$ cat src/rtl/core/pic_pkg.sv
package pic_pkg;

   localparam int NUM_LINES = 8;
   localparam int LINE_W    = $clog2(NUM_LINES);

   // Bit positions within the initialisation and operation command words.
   localparam int ICW1_IC4  = 0;
   localparam int ICW1_SNGL = 1;
   localparam int ICW4_UPM  = 0;
   localparam int ICW4_AEOI = 1;
   localparam int OCW2_EOI  = 5;
   localparam int OCW2_SL   = 6;

   typedef enum logic [1:0] {
      FUNC_WRITE = 2'd0,
      FUNC_READ  = 2'd1,
      FUNC_CHECK = 2'd2,
      FUNC_ACK   = 2'd3
   } func_type;

   typedef enum logic [2:0] {
      INIT_DONE = 3'd0,
      INIT_ICW1 = 3'd1,
      INIT_ICW2 = 3'd2,
      INIT_ICW3 = 3'd3,
      INIT_ICW4 = 3'd4
   } init_type;

   typedef struct packed {
      logic [1:0] func;
      logic       port_a0;
      logic [7:0] write_data;
      logic [7:0] request_lines;
   } req_type;

   typedef struct packed {
      logic [7:0] read_data;
      logic       int_raised;
      logic       vector_valid;
      logic [7:0] vector;
   } rsp_type;

   typedef struct packed {
      logic              found;
      logic [LINE_W-1:0] idx;
   } lowest_type;

   // Lowest set bit of a line vector, which is also the highest priority line.
   function automatic lowest_type lowest_set(input logic [NUM_LINES-1:0] v);
      lowest_type r;
      r.found = 1'b0;
      r.idx   = '0;
      for (int i = NUM_LINES - 1; i >= 0; i--) begin
         if (v[i]) begin
            r.found = 1'b1;
            r.idx   = LINE_W'(i);
         end
      end
      return r;
   endfunction

endpackage

$ cat src/rtl/core/pic_ifs.sv
interface pic_req_if;
   logic       valid;
   logic       ready;
   logic [1:0] func;
   logic       port_a0;
   logic [7:0] write_data;
   logic [7:0] request_lines;

   modport source (output valid, func, port_a0, write_data, request_lines, input ready);
   modport sink (input valid, func, port_a0, write_data, request_lines, output ready);
endinterface

interface pic_rsp_if;
   logic       valid;
   logic       ready;
   logic [7:0] read_data;
   logic       int_raised;
   logic       vector_valid;
   logic [7:0] vector;

   modport source (output valid, read_data, int_raised, vector_valid, vector, input ready);
   modport sink (input valid, read_data, int_raised, vector_valid, vector, output ready);
endinterface

$ cat src/rtl/core/pic_engine.sv
module pic_engine (
   input  logic             clock,
   input  logic             reset,
   input  logic             fire,
   input  pic_pkg::req_type item,
   input  logic             is_master,
   output pic_pkg::rsp_type result
);

   pic_pkg::init_type init_step_ff, init_step_in;
   logic [7:0] icw_one_ff, icw_one_in;
   logic [7:0] icw_two_ff, icw_two_in;
   logic [7:0] icw_three_ff, icw_three_in;
   logic [7:0] icw_four_ff, icw_four_in;
   logic [pic_pkg::NUM_LINES-1:0] irr_ff, irr_in;
   logic [pic_pkg::NUM_LINES-1:0] isr_ff, isr_in;
   logic [pic_pkg::NUM_LINES-1:0] imr_ff, imr_in;

   pic_pkg::lowest_type isr_low;
   pic_pkg::lowest_type req_low;
   pic_pkg::lowest_type irr_low;
   logic [pic_pkg::NUM_LINES-1:0] upto;
   logic [7:0] base;

   always_comb begin
      isr_low = pic_pkg::lowest_set(isr_ff);
      req_low = pic_pkg::lowest_set(imr_ff & item.request_lines);
      irr_low = pic_pkg::lowest_set(irr_ff);
      // Lines of equal or higher priority than the chosen one.
      for (int k = 0; k < pic_pkg::NUM_LINES; k++) begin
         upto[k] = (pic_pkg::LINE_W'(k) <= req_low.idx);
      end
      if (icw_four_ff[pic_pkg::ICW4_UPM]) begin
         base = {icw_two_ff[7:3], 3'b000};
      end else begin
         base = {5'b00000, icw_one_ff[7:5]} + {2'b00, icw_two_ff[2:0], 3'b000};
      end
   end

   always_comb begin
      init_step_in = init_step_ff;
      icw_one_in   = icw_one_ff;
      icw_two_in   = icw_two_ff;
      icw_three_in = icw_three_ff;
      icw_four_in  = icw_four_ff;
      irr_in       = irr_ff;
      isr_in       = isr_ff;
      imr_in       = imr_ff;
      result       = '0;

      case (pic_pkg::func_type'(item.func))
         pic_pkg::FUNC_WRITE: begin
            if (!item.port_a0) begin
               if (init_step_ff != pic_pkg::INIT_DONE) begin
                  icw_one_in   = item.write_data;
                  init_step_in = pic_pkg::INIT_ICW2;
               end else if (item.write_data[pic_pkg::OCW2_EOI]) begin
                  if (item.write_data[pic_pkg::OCW2_SL]) begin
                     isr_in[item.write_data[pic_pkg::LINE_W-1:0]] = 1'b0;
                  end else if (isr_low.found) begin
                     isr_in[isr_low.idx] = 1'b0;
                  end
               end
            end else begin
               case (init_step_ff)
                  pic_pkg::INIT_DONE: begin
                     imr_in = ~item.write_data;
                  end
                  pic_pkg::INIT_ICW2: begin
                     icw_two_in   = item.write_data;
                     init_step_in = icw_one_ff[pic_pkg::ICW1_SNGL] ?
                                    pic_pkg::INIT_DONE : pic_pkg::INIT_ICW3;
                  end
                  pic_pkg::INIT_ICW3: begin
                     icw_three_in = item.write_data;
                     init_step_in = icw_one_ff[pic_pkg::ICW1_IC4] ?
                                    pic_pkg::INIT_ICW4 : pic_pkg::INIT_DONE;
                  end
                  pic_pkg::INIT_ICW4: begin
                     icw_four_in  = item.write_data;
                     init_step_in = pic_pkg::INIT_DONE;
                  end
                  default: begin
                     init_step_in = pic_pkg::INIT_DONE;
                  end
               endcase
            end
         end
         pic_pkg::FUNC_READ: begin
            if (item.port_a0) begin
               result.read_data = ~imr_ff;
            end
         end
         pic_pkg::FUNC_CHECK: begin
            if (init_step_ff == pic_pkg::INIT_DONE && irr_ff == '0 && req_low.found
                && (isr_ff & upto) == '0) begin
               irr_in              = '0;
               irr_in[req_low.idx] = 1'b1;
               result.int_raised   = 1'b1;
            end
         end
         pic_pkg::FUNC_ACK: begin
            if (irr_low.found) begin
               if (!icw_four_ff[pic_pkg::ICW4_AEOI]) begin
                  isr_in[irr_low.idx] = 1'b1;
               end
               irr_in[irr_low.idx] = 1'b0;
               // A master's cascade line hands the vector over to the slave.
               if (!(!icw_one_ff[pic_pkg::ICW1_SNGL] && is_master
                     && icw_three_ff[irr_low.idx])) begin
                  result.vector_valid = 1'b1;
                  result.vector       = base + {5'b00000, irr_low.idx};
               end
            end
         end
         default: begin
         end
      endcase
   end

   always_ff @(posedge clock) begin
      if (reset) begin
         init_step_ff <= pic_pkg::INIT_ICW1;
         icw_one_ff   <= '0;
         icw_two_ff   <= '0;
         icw_three_ff <= '0;
         icw_four_ff  <= '0;
         irr_ff       <= '0;
         isr_ff       <= '0;
         imr_ff       <= '0;
      end else if (fire) begin
         init_step_ff <= init_step_in;
         icw_one_ff   <= icw_one_in;
         icw_two_ff   <= icw_two_in;
         icw_three_ff <= icw_three_in;
         icw_four_ff  <= icw_four_in;
         irr_ff       <= irr_in;
         isr_ff       <= isr_in;
         imr_ff       <= imr_in;
      end
   end

endmodule

$ cat src/rtl/core/interrupt_controller_8259.sv
// Channel   Direction  Contents
// req_chan  in         func, port_a0, write_data, request_lines
// rsp_chan  out        read_data, int_raised, vector_valid, vector
// csr_*     in         is_master (write enable and one data bit)
//
// Each request is held in the input register and then passes to the result
// register, from which its response is offered on rsp_chan.
// One request is taken per cycle while the response side keeps up; the limit
// is the single pass through the controller state between the two registers.
// Reset is synchronous and puts the controller back to awaiting ICW1 with
// is_master set. A stalled response holds the result register, and the input
// register then fills and lowers req_chan.ready.
module interrupt_controller_8259 (
   input  logic clock,
   input  logic reset,
   pic_req_if.sink   req_chan,
   pic_rsp_if.source rsp_chan,
   input  logic csr_write_enable,
   input  logic csr_write_data
);

   logic             is_master_ff;
   logic             in_valid_ff;
   pic_pkg::req_type in_item_ff;
   logic             out_valid_ff;
   pic_pkg::rsp_type out_item_ff;
   pic_pkg::rsp_type result;
   logic             advance;

   // The held request moves on whenever the result register is free or is
   // being emptied in this cycle; the controller state updates at that edge.
   assign advance        = in_valid_ff && (!out_valid_ff || rsp_chan.ready);
   assign req_chan.ready = !in_valid_ff || advance;

   always_ff @(posedge clock) begin
      if (reset) begin
         is_master_ff <= 1'b1;
      end else if (csr_write_enable) begin
         is_master_ff <= csr_write_data;
      end
   end

   always_ff @(posedge clock) begin
      if (reset) begin
         in_valid_ff <= 1'b0;
      end else if (req_chan.ready) begin
         in_valid_ff <= req_chan.valid;
      end
   end

   always_ff @(posedge clock) begin
      if (req_chan.valid && req_chan.ready) begin
         in_item_ff.func          <= req_chan.func;
         in_item_ff.port_a0       <= req_chan.port_a0;
         in_item_ff.write_data    <= req_chan.write_data;
         in_item_ff.request_lines <= req_chan.request_lines;
      end
   end

   pic_engine u_engine (
      .clock     (clock),
      .reset     (reset),
      .fire      (advance),
      .item      (in_item_ff),
      .is_master (is_master_ff),
      .result    (result)
   );

   always_ff @(posedge clock) begin
      if (reset) begin
         out_valid_ff <= 1'b0;
      end else if (advance) begin
         out_valid_ff <= 1'b1;
      end else if (rsp_chan.ready) begin
         out_valid_ff <= 1'b0;
      end
   end

   always_ff @(posedge clock) begin
      if (advance) begin
         out_item_ff <= result;
      end
   end

   assign rsp_chan.valid        = out_valid_ff;
   assign rsp_chan.read_data    = out_item_ff.read_data;
   assign rsp_chan.int_raised   = out_item_ff.int_raised;
   assign rsp_chan.vector_valid = out_item_ff.vector_valid;
   assign rsp_chan.vector       = out_item_ff.vector;

endmodule
$ cat src/flat_wrapper.sv
// flat-port wrapper written by rule: the top's interface ports become plain ports
module interrupt_controller_8259_flat 
  (clock, reset, csr_write_enable, csr_write_data, req_chan_valid, req_chan_func, req_chan_port_a0, req_chan_write_data, req_chan_request_lines, req_chan_ready, rsp_chan_valid, rsp_chan_read_data, rsp_chan_int_raised, rsp_chan_vector_valid, rsp_chan_vector, rsp_chan_ready);
  pic_req_if req_chan_i ();
  pic_rsp_if rsp_chan_i ();
  input  logic clock;
  input  logic reset;
  input  logic csr_write_enable;
  input  logic csr_write_data;
  input wire logic [$bits(req_chan_i.valid)-1:0] req_chan_valid;
  input wire logic [$bits(req_chan_i.func)-1:0] req_chan_func;
  input wire logic [$bits(req_chan_i.port_a0)-1:0] req_chan_port_a0;
  input wire logic [$bits(req_chan_i.write_data)-1:0] req_chan_write_data;
  input wire logic [$bits(req_chan_i.request_lines)-1:0] req_chan_request_lines;
  output wire logic [$bits(req_chan_i.ready)-1:0] req_chan_ready;
  output wire logic [$bits(rsp_chan_i.valid)-1:0] rsp_chan_valid;
  output wire logic [$bits(rsp_chan_i.read_data)-1:0] rsp_chan_read_data;
  output wire logic [$bits(rsp_chan_i.int_raised)-1:0] rsp_chan_int_raised;
  output wire logic [$bits(rsp_chan_i.vector_valid)-1:0] rsp_chan_vector_valid;
  output wire logic [$bits(rsp_chan_i.vector)-1:0] rsp_chan_vector;
  input wire logic [$bits(rsp_chan_i.ready)-1:0] rsp_chan_ready;
  assign req_chan_i.valid = req_chan_valid;
  assign req_chan_i.func = req_chan_func;
  assign req_chan_i.port_a0 = req_chan_port_a0;
  assign req_chan_i.write_data = req_chan_write_data;
  assign req_chan_i.request_lines = req_chan_request_lines;
  assign req_chan_ready = req_chan_i.ready;
  assign rsp_chan_valid = rsp_chan_i.valid;
  assign rsp_chan_read_data = rsp_chan_i.read_data;
  assign rsp_chan_int_raised = rsp_chan_i.int_raised;
  assign rsp_chan_vector_valid = rsp_chan_i.vector_valid;
  assign rsp_chan_vector = rsp_chan_i.vector;
  assign rsp_chan_i.ready = rsp_chan_ready;
  interrupt_controller_8259 u_core (.clock(clock), .reset(reset), .req_chan(req_chan_i), .rsp_chan(rsp_chan_i), .csr_write_enable(csr_write_enable), .csr_write_data(csr_write_data));
endmodule
$ cat config.mk
export PLATFORM = sky130hd
export DESIGN_NAME = interrupt_controller_8259_flat
export DESIGN_NICKNAME = d
export VERILOG_FILES = /design/src/rtl/core/pic_pkg.sv /design/src/rtl/core/pic_ifs.sv /design/src/rtl/core/pic_engine.sv /design/src/rtl/core/interrupt_controller_8259.sv /design/src/flat_wrapper.sv
export SDC_FILE = /design/constraint.sdc
export NUM_CORES = 1
export LEC_CHECK = 0
export ABC_CLOCK_PERIOD_IN_PS = 3300
export BUFFER_PORTS_ARGS = -buffer_cell sky130_fd_sc_hd__buf_2
export CAP_MARGIN = 20
export CORE_AREA = 10 10 95 97
export CTS_BUF_LIST = sky130_fd_sc_hd__clkbuf_4
export CTS_CLUSTER_DIAMETER = 40
export DETAILED_ROUTE_END_ITERATION = 6
export DIE_AREA = 0 0 105 107
export PLACE_DENSITY_LB_ADDON = 0.3
export SETUP_SLACK_MARGIN = 0.05
export SYNTH_ARGS = -nofsm -noshare
export SYNTH_HDL_FRONTEND = slang
export SYNTH_SLANG_ARGS = --single-unit
$ cat constraint.sdc
create_clock -name clock -period 3.3 [get_ports clock]
set_clock_uncertainty 0.05 [all_clocks]
set_input_delay 0.66 -clock clock [delete_from_list [all_inputs] [get_ports clock]]
set_output_delay 0.66 -clock clock [all_outputs]
set_load 0.02 [all_outputs]
[Word level (Yosys, flattened, before mapping)]
Cells that the tools add are included.
Storage, ports and cells
  output and inout bits: 20
  flip-flop bits (word level): 93
Cells by class
  mux-type cells: 55
  $add $sub $neg: 2
  magnitude comparators: 16
  bitwise gates (word level): 14
  reduce and logical (&&, ||, !) cells: 36
  equal/unequal tests: 14
Operator list (number)
  4-bit two-way mux: 24
  8-bit two-way mux: 10
  8-bit bitwise AND: 5
  8-bit NOT: 5
  8-bit one-hot mux with 2 select lines: 2
  4-bit AND reduction: 7
  8-bit zero test: 2
  3-bit by 4-bit < comparator with 1-bit output, second input constant: 4
  1-bit demux with 3-bit select: 4
  3-bit by 1-bit >= comparator with 1-bit output, second input constant: 4
  3-bit less-or-equal comparator, first input constant: 4
  2-bit != test, second input constant: 6
  1-bit logical AND: 11
  3-bit two-way mux: 3
  9-bit two-way mux: 1
  3-bit one-hot mux with 3 select lines: 1
  8-bit by 3-bit adder with 8-bit output: 1
  1-bit two-way mux: 8
  8-bit OR: 1
  8-bit AND reduction: 1
  2-bit nonzero test: 4
  3-bit by 6-bit adder with 7-bit output: 1
  3-bit by 2-bit == test with 1-bit output, second input constant: 2
  1-bit by 3-bit less-or-equal comparator with 1-bit output, first input constant: 2
  other kinds (16): 24

[Depth between registers and ports, before layout]
Gate-level depths: netlist (run 1).
  word-level depth: 20
  mapped depth: 13
  mapped depth without buffers: 13

[Modules after synthesis]
Synthesis (run 1) repeated with hierarchy kept, for this count alone.
Second synthesis, totals
  cells, all modules: 435
  area, all modules: 4290.4 sq um
By module, submodules not included
  pic_engine: cells an instance 385, times used 1, area an instance 3040.4 sq um, seq. area each 1001.0 sq um
  interrupt_controller_8259: cells an instance 50, times used 1, area an instance 1249.9 sq um, seq. area each 1171.1 sq um

[Worst setup path after synthesis (run 1)]
No wires, ideal clock.
  path type: register to register
  start point: register u_core.u_engine.irr_ff[0] (netlist name)
  end point: register u_core.out_item_ff, in the netlist u_core.rsp_chan.vector[7], data pin
  slack: 0.796 ns
  stages on the path, launching flop included: 11
  data required time: 2.972 ns
  arrival time: 2.176 ns
  path buffers: 1
  cell sequence: dfxtp_1 > or2_2 > clkbuf_1 > a21oi_1 > ha_1 > a21o_1 > a21oi_1 > nor3_1 > xor2_1 > nand3_1 > a21oi_1
On the way
  longest elaborated chain between the ends: 5
Ends and longest elaborated chain
  start, declared: line pic_engine.sv:15  | logic [pic_pkg::NUM_LINES-1:0] irr_ff, irr_in;
  start signal, assigned: line pic_engine.sv:137  | irr_ff <= irr_in;
  4-bit two-way mux (*): line pic_pkg.sv:54  | if (v[i]) begin
  1-bit binary-select mux with 3-bit select: line pic_engine.sv:110  | && icw_three_ff[irr_low.idx])) begin
  1-bit two-way mux (not written as such): line pic_engine.sv:110
  1-bit logical AND: line pic_engine.sv:110
  3-bit OR reduction (no source line)
  end signal, assigned: line interrupt_controller_8259.sv:81  | out_item_ff <= result;
  end, declared: line interrupt_controller_8259.sv:26  | pic_pkg::rsp_type out_item_ff;
Mark *: on every way between the ends. The rest lies on a longest branch, timed or not. The select of a mux whose other input is x is not followed.
A chain may end at the register's enable or synchronous reset.

[Worst setup path in the final report (run 1)]
  start point: register u_core.u_engine.irr_ff[6] (netlist name)
  end point: register u_core.out_item_ff, in the netlist u_core.rsp_chan.vector[6], data pin
On the way
  longest elaborated chain between the ends: 11
Ends and longest elaborated chain (line)
  4-bit two-way mux (*) (7 in a row): pic_pkg.sv:54
  1-bit binary-select mux with 3-bit select: pic_engine.sv:110
  1-bit two-way mux (not written as such): pic_engine.sv:110
  1-bit logical AND: pic_engine.sv:110
  3-bit OR reduction (no source line)
Marks and branches as above.

==> metrics, run 1 <==
final net count 515; WS Path Type register to register; Hold Vio Cnt, Final 0; total routed wirelength 10.5 mm; Netlist Area Pre-Place between 4000 and 5000 um^2; IO Port Bufs 44; n_diodes 0; Synth Register Bits 90; CP max FO 7; Primary FF master, synth dfxtp_1; Warnings, synthesis 0; DR WL/cell 17.7 um; Detail Placement HPWL 7.61 mm; RSZ-0062 raised after global routing no; Synth area leader edfxtp_1; number of routed nets with antenna violations 0; Post-synth EDFFs 37; Max IR drop VDD 0.326 mV; r2r setup slk 0.55 ns; Worst setup EP type register; # DRC 0; Fillers ~620; syn avg cell area about 9.5 um^2; CTS Hold Bufs 0; # resized after CTS 0; Total GRT Usage between 10% and 20%; clock buffer depth 2; DR iter-0 viols ~400; total CTS buffers 9; max_cap viols 0; count leader, synth nor2_1; most instantiated cells after synthesis nor2_1 (57), dfxtp_1 (53), a21oi_1 (50); Leak Pwr 1.66 nW; P_sw between 0.4 and 0.5 mW; worst endpoint required time about 3.5 ns; FP Rows 31; max frequency 0.364 GHz; Register Area 2170 um^2; vias in the first global route 3414; clock transition at the registers of the reported paths 0.14 ns; power density cells 415 nW/um^2; Gate power share 5.4%; Top Ports 45; sequential element share of the synthesized area 51.7%; chip height 107 um; Switching Share 23.7%; fin crit share a little over four fifths; Yosys cell types 61; Cell Int Power 1.48 mW; slew at the pin closest to its max-slew limit approximately 0.81 ns; total number of H-tree levels 3; synthesized instance count 443; P&R area growth vs syn 11.0%; setup TNS 0 ns; Worst setup SP type register; Pwr Total slightly below 2 mW; die footprint about 11000 um^2; Rel. slew slack 45.7%; count of final setup violators 0; hold crit path type primary input to register; Slew Viols, Final 0; largest net degree at the start of global routing 30; Clk pwr share 31.9%; CTS tree done; total vias in the final route approximately 3.6k; Post-CTS Setup Repair Bufs 0; status finished clean; global-route wire length before repair roughly 17 mm; syn_nets between 400 and 500; share of layout cells above drive strength 1 about 16%; Final GP Congestion about 0.95; initial antenna violation count 0; DR pass1 iterations 6; register share of total power 62.7%; ys async rst share 0%; Area contributors post-synth edfxtp_1 (26%), dfxtp_1 (25%), a21oi_1 (6.0%); CTS sink cnt 90; Final min period 2.75 ns; top-area cell type share of the netlist area 26.4%; Root Buffer clkbuf_4; Starting Density between 50% and 60%; clk_lat worst skew roughly 0.43 ns; number of vias per cell 6.05; total grt overflow 0; core area around 7100 um^2; die width approximately 110 um; WP data arrival between 2 and 3 ns; area of the multi-input gates about 1900 um^2
==> worst max-delay path: stages, from the launching register on <==
cell	delay, ns
dfxtp_1	0.46
nand2b_1	0.14
a21oi_1	0.06
o21ai_0	0.22
a21o_2	0.24
inv_1	0.14
ha_1	0.26
fa_1	0.41
a21oi_1	0.15
nor2_1	0.08
nand2_1	0.08
xor2_1	0.16
nand2_1	0.07
a21oi_1	0.11
==> placed cells by master (no fill, tap or decap), types with 3 or more instances in the layout <==
cell       n
nor2_1    57
dfxtp_1   53
a21oi_1   50
nand2_1   47
buf_2     44
edfxtp_1  37
o21ai_0   30
mux2i_1   17
clkbuf_4  12
inv_1      9
or3_1      8
o211ai_1   7
nor3_1     7
buf_4      7
nand2b_1   6
nor2b_1    6
nand3_1    6
a31oi_1    6
o311ai_0   5
nor4_1     4
nand3b_1   4
xor2_1     4
and2_1     3
a22o_1     3
a22oi_1    3
o31ai_1    3
o32ai_1    3
nand4b_1   3
ha_1       3
==> path summary, 6_finish.rpt <==
| check | startpoint | end | depth (start not counted) |
|---|---|---|---|
| worst max-delay path | u_core.u_engine.irr_ff[6] | u_core.rsp_chan.vector[6] | 13 |
| worst min-delay path | req_chan_write_data[4] | u_core.in_item_ff[12] | 1 |
| worst max register to register | u_core.u_engine.irr_ff[6] | u_core.rsp_chan.vector[6] | 13 |
| worst min register to register | u_core.u_engine.icw_one_ff[0] | u_core.u_engine.icw_one_ff[0] | 2 |
==> cell type report <==
type,count,share of cell area [%]
Sequential cell,90,46.6
Timing Repair Buffer,51,5.85
Clock inverter,4,0.966
Inverter,9,0.724
Clock buffer,12,1.93
Multi-Input combinational cell,325,41.3
Tap cell,99,2.66
==> layer usage <==
layer,up-vias,part of all wire (%),track usage [%]
li1,1725,-,-
met1,1681,46,25.7
met2,143,44,28.2
met3,22,7.3,4.01
met4,0,2.4,8.24
met5,-,0,0
==> state kept, by name, summed over array words and instances, names as in the netlist <==
register	cells
u_core.u_engine.icw_one_ff	5
u_core.is_master_ff	1
u_core.rsp_chan.valid	1
u_core.u_engine.init_step_ff	3
u_core.u_engine.icw_two_ff	8
u_core.u_engine.imr_ff	8
u_core.rsp_chan.vector_valid	1
u_core.rsp_chan.int_raised	1
u_core.in_item_ff	19
u_core.u_engine.icw_four_ff	2
u_core.u_engine.irr_ff	8
u_core.in_valid_ff	1
u_core.rsp_chan.read_data	8
u_core.u_engine.isr_ff	8
u_core.u_engine.icw_three_ff	8
u_core.rsp_chan.vector	8
==> power groups by stage <==
stage	clock network [mW]	logic, mW	registers, mW
global route	0.670	0.114	1.22
floorplan	0	0.0549	1.24
detailed placement	0	0.104	1.24
CTS	0.621	0.104	1.21
global placement	0	0.102	1.24
finish	0.617	0.105	1.21
==> stage by stage <==
| stage | setup WS, ns | instance area [um^2] | cells | hold WS (ns) | util, % |
|---|---|---|---|---|---|
| after global placement | 0.642 | 4530 | 574 | 0.419 | 63.5 |
| after detailed placement | 0.588 | 4530 | 574 | 0.422 | 63.5 |
| after CTS | 0.566 | 4660 | 590 | 0.326 | 65.4 |
| after global routing | 0.298 | 4660 | 590 | 0.319 | 65.4 |
| after floorplan | 0.796 | 4200 | 443 | 0.393 | - |
| final | 0.551 | 4660 | 590 | 0.344 | 65.4 |
==> cell families (layout without fill, tap and decap cells) <==
group                    count (synthesis)  after routing  share of synthesized area [%]
AO/OA/AOI/OAI                          130            130                           19.5
flip-flops                              90             90                           51.7
adder cells (fa/ha/maj)                  4              4                           1.37
buffers and inverters                   28             76                           2.50
multiplexers                            18             18                           4.32
XOR/XNOR                                 5              5                           1.04
AND/OR/NAND/NOR                        168            168                           19.6
Note: power is estimated with default switching activity, not from simulation.
==> run 2, diff against run 1 <==
- ABC_CLOCK_PERIOD_IN_PS: 3300 -> 2600
- clock period: 3.3 -> 2.6 ns (I/O delays scaled with it)
==> metrics, run 2 (synthesis results as in run 1) <==
count of final setup violators 0; Final min period approximately 2.5 ns; Worst setup EP type register; Starting Density 58.9%; slew at the pin closest to its max-slew limit around 0.7 ns; Total GRT Usage 18.9%; DR iter-0 viols between 300 and 400; initial antenna violation count 0; CP max stage delay between 0.5 and 0.6 ns; total vias in the final route 3701; commonest non-fill, non-tap cell in the layout nor2_1; vias in the first global route 3487; utilization after layout about two thirds; WS Path Type register to register; P&R area growth vs syn 16.1%; Worst setup SP type register; max_cap viols 0; Top Ports 45; Final GP Congestion 0.931; CP max FO 6; total routed wirelength 10.7 mm; final net count 530; Clk pwr share 37.1%; Detail Placement HPWL 7.64 mm; Hold Vio Cnt, Final 0; chip height approximately 110 um; clk_lat worst skew 0.45 ns; commonest non-fill, non-tap cells in the layout nor2_1 (57), dfxtp_1 (49), a21oi_1 (48), nand2_1 (47), buf_2 (44); n_diodes 0; status finished clean; total grt overflow 0; Top reg by flops u_core.in_item_ff; IO Port Bufs 44; Leak Pwr 1.75 nW; share of layout cells above drive strength 1 20.6%; Pwr Total roughly 2.7 mW; Top delay family on crit path simple AND/OR/NAND/NOR gates; die footprint 11200 um^2; power density cells 547 nW/um^2; FP Rows 31; Slew Viols, Final 0; die width 105 um; Cell Int Power 2.06 mW; WP data arrival 2.78 ns; max frequency roughly 0.40 GHz; total CTS buffers 9; DR pass1 iterations 4; CTS tree done; Root Buffer clkbuf_4; Rel. slew slack a little over half; crit path cell chain or4b_1 > o22a_1 > a31o_2 > or3_1 > or3_1 > o32ai_1; worst endpoint required time 2.89 ns; Final Cell Area 4880 um^2; RSZ-0062 raised after global routing yes; hold crit path type primary input to register; Crit path top cell by count or3_1; P_sw between 0.6 and 0.7 mW; DR WL/cell 17.7 um; CTS sink cnt 90; global-route wire length before repair 17.5 mm; worst-path cell with the longest stage delay or4b_1; Switching Share 22.9%; number of vias per cell 6.12; clock transition at the registers of the reported paths 0.13 ns; setup TNS 0 ns; CP Buf/Inv Count 0; Max IR drop VDD 0.404 mV; number of routed nets with antenna violations 0; # DRC 0; register share of total power 57.5%; total number of H-tree levels 3; largest net degree at the start of global routing 46; clock buffer depth 2; max reg flops 19; Placed Area 4630 um^2; core area between 7000 and 8000 um^2; fin crit share a little over nine tenths; Gate power share under 10%
## run 2: layer usage
| metal | up-vias | wire length [um] | GRT usage [%] |
|---|---|---|---|
| met5 | - | 0 | 0 |
| met4 | 0 | 213 | 7.25 |
| met3 | 20 | 787 | 3.59 |
| met2 | 171 | 4840 | 29.3 |
| met1 | 1747 | 4850 | 25.6 |
| li1 | 1763 | - | - |
## run 2: through the flow
stage,hold WS [ns],std cells,worst slack (ns)
after floorplan,0.393,443,0.0959
after global placement,0.410,587,0.0824
after detailed placement,0.425,587,0.0143
after CTS,0.184,603,0.0507
after global routing,0.167,605,-0.0228
final,0.193,605,0.115
## run 2: worst register-to-register path, stage by stage, from the launching register on
cell and delay (ns):
edfxtp_1 0.48, or4b_1 0.52, o22a_1 0.21, a31o_2 0.24, or3_1 0.37, or3_1 0.36, o32ai_1 0.15
## run 2: cell type report
| cell class | count | area, um^2 |
|---|---|---|
| Clock buffer | 10 | 75.1 |
| Inverter | 9 | 33.8 |
| Multi-Input combinational cell | 325 | 1970 |
| Clock inverter | 6 | 114 |
| Sequential cell | 90 | 2180 |
| Fill cell | 600 | 2250 |
| Tap cell | 99 | 124 |
| Timing Repair Buffer | 66 | 385 |
## run 2: power groups by stage
stage / sequential [mW] / combinational, mW / clock [mW]
2_1_floorplan: 1.57 / 0.0696 / 0
3_3_place_gp: 1.57 / 0.139 / 0
3_5_place_dp: 1.57 / 0.142 / 0
4_1_cts: 1.54 / 0.143 / 0.994
5_1_grt: 1.54 / 0.158 / 1.05
6_report: 1.53 / 0.146 / 0.990
## run 2: final timing paths
kind                                                    start                            end  slack (ns)  depth (start not counted)
worst max register to register          u_core.in_item_ff[18]      u_core.u_engine.isr_ff[0]        0.12                          6
worst max-delay path                    u_core.in_item_ff[18]      u_core.u_engine.isr_ff[0]        0.12                          6
worst min-delay path                req_chan_request_lines[3]           u_core.in_item_ff[3]        0.19                          1
worst min register to register  u_core.u_engine.icw_one_ff[7]  u_core.u_engine.icw_one_ff[7]        0.45                          2
## run 2: timing repair
action	in CTS	in global routing
endpoints found under the setup margin	4	16
setup buffers	0	2
cloned	0	0
resized for setup	3	13
hold buffers	0	0
pin swaps	0	4
